`config.mk`:
```
export PLATFORM = sky130hd
export DESIGN_NAME = button_debounce_press_classifier_unit_flat
export DESIGN_NICKNAME = d
export VERILOG_FILES = /design/src/design/bdpc_pkg.sv /design/src/design/bdpc_sample_if.sv /design/src/design/bdpc_result_if.sv /design/src/design/bdpc_cfg.sv /design/src/design/bdpc_core.sv /design/src/design/button_debounce_press_classifier_unit.sv /design/src/flat_wrapper.sv
export SDC_FILE = /design/constraint.sdc
export NUM_CORES = 1
export LEC_CHECK = 0
export ABC_AREA = 1
export BUFFER_PORTS_ARGS = -buffer_cell sky130_fd_sc_hd__buf_4
export CAP_MARGIN = 20
export CORE_UTILIZATION = 50
export CTS_CLUSTER_DIAMETER = 30
export DETAILED_ROUTE_END_ITERATION = 8
export PLACE_DENSITY = 0.67
export REMOVE_ABC_BUFFERS = 1
export SLEW_MARGIN = 20
export SYNTH_ARGS = -nofsm -noshare
export SYNTH_HDL_FRONTEND = slang
export SYNTH_SLANG_ARGS = --single-unit
```
`constraint.sdc`:
```
create_clock -name clk -period 5.54 [get_ports clk]
set_input_delay 0.277 -clock clk [delete_from_list [all_inputs] [get_ports clk]]
set_output_delay 0.277 -clock clk [all_outputs]
set_load 0.01 [all_outputs]
```
`src/design/bdpc_pkg.sv`:
```
`timescale 1ns / 1ps
// ----------------------------------------------------------------------------
// Button debounce press classifier package
// Widths, register indexes, reset values, shared types and a saturating increment.
// ----------------------------------------------------------------------------
package bdpc_pkg;

	localparam int CNT_W = 16;
	localparam int CFG_W = 16;
	localparam int IDX_W = 2;

	localparam logic [IDX_W-1:0] REG_DEBOUNCE  = 2'd0;
	localparam logic [IDX_W-1:0] REG_SHORT_MAX = 2'd1;
	localparam logic [IDX_W-1:0] REG_LONG      = 2'd2;

	localparam logic [CFG_W-1:0] DEBOUNCE_RST  = 16'd15;
	localparam logic [CFG_W-1:0] SHORT_MAX_RST = 16'd1000;
	localparam logic [CFG_W-1:0] LONG_RST      = 16'd3000;

	typedef struct packed {
		logic [CFG_W-1:0] debounce_ms;
		logic [CFG_W-1:0] short_max_ms;
		logic [CFG_W-1:0] long_ms;
	} cfg_t;

	typedef struct packed {
		logic pressed;
		logic released;
		logic short_press;
		logic long_press;
	} event_t;

	function automatic logic [CNT_W-1:0] sat_inc(input logic [CNT_W-1:0] v);
		sat_inc = (&v) ? v : v + 1'b1;
	endfunction

endpackage

```
`src/design/bdpc_sample_if.sv`:
```
`timescale 1ns / 1ps
// ----------------------------------------------------------------------------
// Button debounce press classifier sample channel
// Carries one raw pin sample per beat.
// ----------------------------------------------------------------------------
interface bdpc_sample_if;
	logic valid;
	logic ready;
	logic pin_level;

	modport source (output valid, output pin_level, input ready);
	modport sink (input valid, input pin_level, output ready);
endinterface

```
`src/design/bdpc_result_if.sv`:
```
`timescale 1ns / 1ps
// ----------------------------------------------------------------------------
// Button debounce press classifier result channel
// Carries the event flags of one tick per beat.
// ----------------------------------------------------------------------------
interface bdpc_result_if;
	logic valid;
	logic ready;
	logic pressed;
	logic released;
	logic short_press;
	logic long_press;

	modport source (output valid, output pressed, output released,
		output short_press, output long_press, input ready);
	modport sink (input valid, input pressed, input released,
		input short_press, input long_press, output ready);
	modport monitor (input valid, input ready, input pressed, input released,
		input short_press, input long_press);
endinterface

```
`src/design/bdpc_cfg.sv`:
```
`timescale 1ns / 1ps
// ----------------------------------------------------------------------------
// Button debounce press classifier configuration registers
// Holds the debounce, short press and long press times.
// ----------------------------------------------------------------------------
module bdpc_cfg (
	input  logic                        clk,
	input  logic                        arst_n,
	input  logic                        cfg_write,
	input  logic [bdpc_pkg::IDX_W-1:0]  cfg_index,
	input  logic [bdpc_pkg::CFG_W-1:0]  cfg_data,
	output bdpc_pkg::cfg_t              cfg
);

	bdpc_pkg::cfg_t cfg_q;

	always_ff @(posedge clk or negedge arst_n) begin
		if (!arst_n) begin
			cfg_q.debounce_ms  <= bdpc_pkg::DEBOUNCE_RST;
			cfg_q.short_max_ms <= bdpc_pkg::SHORT_MAX_RST;
			cfg_q.long_ms      <= bdpc_pkg::LONG_RST;
		end else if (cfg_write) begin
			case (cfg_index)
				bdpc_pkg::REG_DEBOUNCE: begin
					cfg_q.debounce_ms <= cfg_data;
				end
				bdpc_pkg::REG_SHORT_MAX: begin
					cfg_q.short_max_ms <= cfg_data;
				end
				bdpc_pkg::REG_LONG: begin
					cfg_q.long_ms <= cfg_data;
				end
				default: begin
					cfg_q <= cfg_q;
				end
			endcase
		end
	end

	assign cfg = cfg_q;

endmodule

```
`src/design/bdpc_core.sv`:
```
`timescale 1ns / 1ps
// ----------------------------------------------------------------------------
// Button debounce press classifier core
// Settle and hold timers, accepted level and event decode for one tick.
// ----------------------------------------------------------------------------
module bdpc_core (
	input  logic           clk,
	input  logic           arst_n,
	input  logic           advance,
	input  logic           pin_level,
	input  bdpc_pkg::cfg_t cfg,
	output bdpc_pkg::event_t events
);

	logic                       raw_q;
	logic                       settling_q;
	logic [bdpc_pkg::CNT_W-1:0] settle_cnt_q;
	logic                       stable_q;
	logic                       held_q;
	logic [bdpc_pkg::CNT_W-1:0] held_cnt_q;

	logic                       raw_d;
	logic                       settling_d;
	logic [bdpc_pkg::CNT_W-1:0] settle_cnt_d;
	logic                       stable_d;
	logic                       held_d;
	logic [bdpc_pkg::CNT_W-1:0] held_cnt_d;
	logic                       level;
	bdpc_pkg::event_t           ev;

	always_comb begin
		ev           = '0;
		raw_d        = raw_q;
		settling_d   = settling_q;
		settle_cnt_d = settle_cnt_q;
		held_d       = held_q;
		held_cnt_d   = held_cnt_q;

		if (!stable_q) begin
			held_cnt_d = bdpc_pkg::sat_inc(held_cnt_q);
		end

		if (pin_level != raw_q) begin
			raw_d        = pin_level;
			settling_d   = 1'b1;
			settle_cnt_d = '0;
		end else if (settling_q) begin
			settle_cnt_d = bdpc_pkg::sat_inc(settle_cnt_q);
		end

		level = stable_q;
		if (settling_d && (settle_cnt_d >= cfg.debounce_ms)) begin
			level      = raw_d;
			settling_d = 1'b0;
		end

		stable_d = level;
		if (level != stable_q) begin
			if (!level) begin
				ev.pressed = 1'b1;
				held_d     = 1'b1;
				held_cnt_d = '0;
			end else begin
				held_d         = 1'b0;
				ev.short_press = (held_cnt_d <= cfg.short_max_ms);
				ev.released    = 1'b1;
			end
		end

		if (held_d && (held_cnt_d >= cfg.long_ms)) begin
			ev.long_press = 1'b1;
			held_d        = 1'b0;
		end
	end

	always_ff @(posedge clk or negedge arst_n) begin
		if (!arst_n) begin
			raw_q        <= 1'b1;
			settling_q   <= 1'b0;
			settle_cnt_q <= '0;
			stable_q     <= 1'b1;
			held_q       <= 1'b0;
			held_cnt_q   <= '0;
		end else if (advance) begin
			raw_q        <= raw_d;
			settling_q   <= settling_d;
			settle_cnt_q <= settle_cnt_d;
			stable_q     <= stable_d;
			held_q       <= held_d;
			held_cnt_q   <= held_cnt_d;
		end
	end

	assign events = ev;

endmodule

```
`src/design/button_debounce_press_classifier_unit.sv`:
```
`timescale 1ns / 1ps
// Path: an accepted sample beat goes to the input register, its result beat to the
// result register. Throughput: one sample beat per cycle unless result.ready stalls;
// the timers and the event decode of a tick are combinational between the registers.
// Reset: the timers clear, both levels go to released and the configuration
// registers take their default times; the block is ready at once.
// ----------------------------------------------------------------------------
// Button debounce press classifier
// Debounces a raw active-low button sample per tick and reports press,
// release, short press and long press events.
// ----------------------------------------------------------------------------
module button_debounce_press_classifier_unit (
	input  logic                       clk,
	input  logic                       arst_n,
	bdpc_sample_if.sink                sample,
	bdpc_result_if.source              result,
	input  logic                       cfg_write,
	input  logic [bdpc_pkg::IDX_W-1:0] cfg_index,
	input  logic [bdpc_pkg::CFG_W-1:0] cfg_data
);

	bdpc_pkg::cfg_t   cfg;
	bdpc_pkg::event_t events;
	bdpc_pkg::event_t events_s2;
	logic             valid_s1;
	logic             pin_s1;
	logic             valid_s2;
	logic             advance;
	logic             s2_free;

	assign s2_free      = !valid_s2 || result.ready;
	assign advance      = valid_s1 && s2_free;
	assign sample.ready = !valid_s1 || s2_free;

	always_ff @(posedge clk or negedge arst_n) begin
		if (!arst_n) begin
			valid_s1 <= 1'b0;
		end else if (sample.ready) begin
			valid_s1 <= sample.valid;
		end
	end

	always_ff @(posedge clk) begin
		if (sample.ready && sample.valid) begin
			pin_s1 <= sample.pin_level;
		end
	end

	bdpc_cfg u_cfg (
		.clk       (clk),
		.arst_n    (arst_n),
		.cfg_write (cfg_write),
		.cfg_index (cfg_index),
		.cfg_data  (cfg_data),
		.cfg       (cfg)
	);

	bdpc_core u_core (
		.clk       (clk),
		.arst_n    (arst_n),
		.advance   (advance),
		.pin_level (pin_s1),
		.cfg       (cfg),
		.events    (events)
	);

	always_ff @(posedge clk or negedge arst_n) begin
		if (!arst_n) begin
			valid_s2 <= 1'b0;
		end else if (s2_free) begin
			valid_s2 <= valid_s1;
		end
	end

	always_ff @(posedge clk) begin
		if (advance) begin
			events_s2 <= events;
		end
	end

	assign result.valid       = valid_s2;
	assign result.pressed     = events_s2.pressed;
	assign result.released    = events_s2.released;
	assign result.short_press = events_s2.short_press;
	assign result.long_press  = events_s2.long_press;

endmodule

```
`src/flat_wrapper.sv`:
```
// flat-port wrapper written by rule: the top's interface ports become plain ports
module button_debounce_press_classifier_unit_flat 
  (clk, arst_n, cfg_write, cfg_index, cfg_data, sample_valid, sample_pin_level, sample_ready, result_valid, result_pressed, result_released, result_short_press, result_long_press, result_ready);
  bdpc_sample_if sample_i ();
  bdpc_result_if result_i ();
  input  logic clk;
  input  logic arst_n;
  input  logic cfg_write;
  input  logic [bdpc_pkg::IDX_W-1:0] cfg_index;
  input  logic [bdpc_pkg::CFG_W-1:0] cfg_data;
  input wire logic [$bits(sample_i.valid)-1:0] sample_valid;
  input wire logic [$bits(sample_i.pin_level)-1:0] sample_pin_level;
  output wire logic [$bits(sample_i.ready)-1:0] sample_ready;
  output wire logic [$bits(result_i.valid)-1:0] result_valid;
  output wire logic [$bits(result_i.pressed)-1:0] result_pressed;
  output wire logic [$bits(result_i.released)-1:0] result_released;
  output wire logic [$bits(result_i.short_press)-1:0] result_short_press;
  output wire logic [$bits(result_i.long_press)-1:0] result_long_press;
  input wire logic [$bits(result_i.ready)-1:0] result_ready;
  assign sample_i.valid = sample_valid;
  assign sample_i.pin_level = sample_pin_level;
  assign sample_ready = sample_i.ready;
  assign result_valid = result_i.valid;
  assign result_pressed = result_i.pressed;
  assign result_released = result_i.released;
  assign result_short_press = result_i.short_press;
  assign result_long_press = result_i.long_press;
  assign result_i.ready = result_ready;
  button_debounce_press_classifier_unit u_core (.clk(clk), .arst_n(arst_n), .sample(sample_i), .result(result_i), .cfg_write(cfg_write), .cfg_index(cfg_index), .cfg_data(cfg_data));
endmodule
```
==> results_dict.tcl <==
set metrics [dict create \
    status "finished, final reports clean" \
    path_max_fanout 18 \
    yosysWarnings 0 \
    clockBufferDepth 2 \
    p_leak_nw 3.64 \
    vias 5347 \
    dp_worst_setup_slack_ps 580 \
    gp_congestion 0.923 \
    final_cell_area_mm2 0.00679 \
    finalNetCount 930 \
    rr_startpoint "u_core.u_core.settle_cnt_q[0]" \
    clk_pin_slew_ps 70 \
    hold_start "sample_pin_level" \
    rows 40 \
    final_antenna_net_count 0 \
    ir_drop_mv 0.231 \
    drive_above_1_share_pct 11.4 \
    fin_tns_setup_ps 0 \
    synthTopCellsByCount "nand2_1 (213), inv_1 (141), o21ai_0 (85)" \
    period_share_pct 88.9 \
    hold-worst-slack_ps 107 \
    core_area_mm2 0.0120 \
    clock_latency_ps 350 \
    cts_tree "done" \
    synth_area_leaders "dfrtp_1 (27%), nand2_1 (13%), ha_1 (11%), inv_1 (8.6%), dfstp_2 (8.1%)" \
    clock_sinks 91 \
    yosys.area.top_type "dfrtp_1" \
    grt_pass1_vias 4967 \
    synthArstFlopShare_pct 94.5 \
    die_w_um 113 \
    dieArea_mm2 0.0128 \
    netlist_area_mm2 0.00617 \
    grtUsageTotal_pct 25.1 \
    rsz0062_at_grt "false" \
    die_h_um 113 \
    cts_buffers 9 \
    cpMaxStageDelayCell "dfrtp_1" \
    cts-htree-levels 3 \
    power_mw 3.14 \
    root_buffer "clkbuf_16" \
    dpl_cell_area_mm2 0.00647 \
    ff2ff_path_depth 31 \
    finalHoldViolCount 0 \
    grt_overflow 0 \
    cp.required_ps 5750 \
    worst_path_largest_cell_delay_ps 430 \
    layout_min_cycle_time_ps 4930 \
    pin_count 30 \
    drtPass1Iterations 4 \
    postSynthCellCount 835 \
    r2r_end "u_core.result.long_press" \
    dp_hpwl_um 10700 \
    startpoint_type "flop" \
    worst_slack_ps 614 \
    final_cells 1005 \
    wl_per_cell_um 14.5 \
    whs_path_depth 1 \
    synth-seq-cells 91 \
    dpl.cell_count 988 \
    endpoint_kind "flop" \
    maxSlewHeadroom_pct 37.2 \
    diodes 0 \
    antenna_found_initial 0 \
    syn2layout_area_growth_pct 10.0 \
    seq_area_frac_synth_pct 37.7 \
    dominantRegCellSynth "dfrtp_1" \
    reg2reg_slack_ps 610 \
    syn_avg_cell_area_um2 7.39 \
    critPathArrivalTime_ps 5130 \
    skew_ps 6.77 \
    drv_cap 0 \
    crit_start "u_core.u_core.settle_cnt_q[0]" \
    grt_max_degree 52 \
    yosysUniqueCellTypes 43 \
    grt_pass1_wl_um 24900 \
    power_density_mw_per_mm2 463 \
    postCtsSetupRepairBufs 0 \
    worst_pin_slew_ps 939 \
    portBuffers 29 \
    yosysTopAreaCellShare_pct 27.2 \
    synth.most_common_cell "nand2_1" \
    drcViolationCount 0 \
    crit_top_cell "nand2_1" \
    fin_util_pct 56.5 \
    criticalPathCategory "flop to flop" \
    hp-class "input port to flop" \
    setup_viol 0 \
    drtIter0Drc 278 \
    fmax_mhz 203 \
    vias_per_cell 5.32 \
    whs_endpoint "u_core.pin_s1" \
    drv_slew 0 \
    synth_edf_count 5 \
    initial_utilization_pct 51.4 \
    wl_um 14600 \
]
==> where the power goes <==
part / internal, mW / switching (mW) / leakage (nW)
clock network: 0.351 / 0.271 / 0.143
registers: 0.844 / 0.161 / 1.11
logic: 0.548 / 0.971 / 2.38
==> what timing repair did <==
item,4_1_cts,5_1_grt
gates resized for setup,0,1
setup endpoints to repair,0,2
endpoints found under the hold margin,24,0
hold buffers,1,0
==> flip-flops by register name, summed over array words and instances, names as in the netlist <==
| register | count |
|---|---|
| u_core.result.short_press | 1 |
| u_core.result.pressed | 1 |
| u_core.result.released | 1 |
| u_core.u_core.stable_q | 1 |
| u_core.u_core.held_cnt_q | 16 |
| u_core.pin_s1 | 1 |
| u_core.u_core.settle_cnt_q | 16 |
| u_core.result.long_press | 1 |
| u_core.u_core.settling_q | 1 |
| u_core.u_cfg.cfg | 48 |
| u_core.valid_s1 | 1 |
| u_core.result.valid | 1 |
| u_core.u_core.held_q | 1 |
| u_core.u_core.raw_q | 1 |
==> metal layers <==
metal	up-vias	GRT usage [%]	share of wire, %
li1	2689	-	-
met1	2510	36.1	49
met2	134	39.3	46
met3	14	3.32	4.2
met4	0	7.98	1.4
met5	-	0	0
==> cell families after synthesis <==
| logic type | Yosys count | synth area share (%) |
|---|---|---|
| simple gates | 367 | 26.4 |
| fa+ha+maj | 53 | 10.8 |
| compound gates | 126 | 10.9 |
| xor+xnor | 21 | 2.98 |
| buf+inv | 177 | 11.2 |
| flops | 91 | 37.7 |
==> layout make-up <==
type / count / area [µm²]
Multi-Input combinational cell: 567 / 3160
Inverter: 150 / 563
Clock buffer: 10 / 229
Clock inverter: 6 / 65.1
Sequential cell: 91 / 2330
Timing Repair Buffer: 34 / 258
Fill cell: 1129 / 5230
Tap cell: 147 / 184
==> worst max-delay path, delay by kind of cell (launching register included) <==
| family | cells | cell delay [ps] |
|---|---|---|
| adder cells (fa/ha/maj) | 4 | 1060 |
| AND/OR/NAND/NOR | 21 | 2700 |
| flip-flops | 1 | 430 |
| buffers and inverters | 4 | 290 |
| AO/OA/AOI/OAI | 2 | 300 |
==> how the worst max path moves through the flow <==
stage,end,slack [ps],cells past startpoint
after floorplan,u_core.result.long_press,1170,31
after global routing,u_core.result.long_press,50,31
after CTS,u_core.result.long_press,560,31
final,u_core.result.long_press,610,31
after global placement,u_core.result.long_press,780,29
after detailed placement,u_core.u_core.held_q,580,32
==> cell usage in the layout, fill, tap and decap left out, drive strengths merged, types with 5 or more instances in the layout <==
master / instances
a21oi: 25
buf: 33
clkbuf: 10
clkinv: 10
dfrtp: 67
dfstp: 19
edfxtp: 5
ha: 53
inv: 144
nand2: 219
nand3: 69
nand4: 14
nor2: 50
nor3: 10
o21ai: 89
xor2: 18
Note: power is estimated with default switching activity, not from simulation.
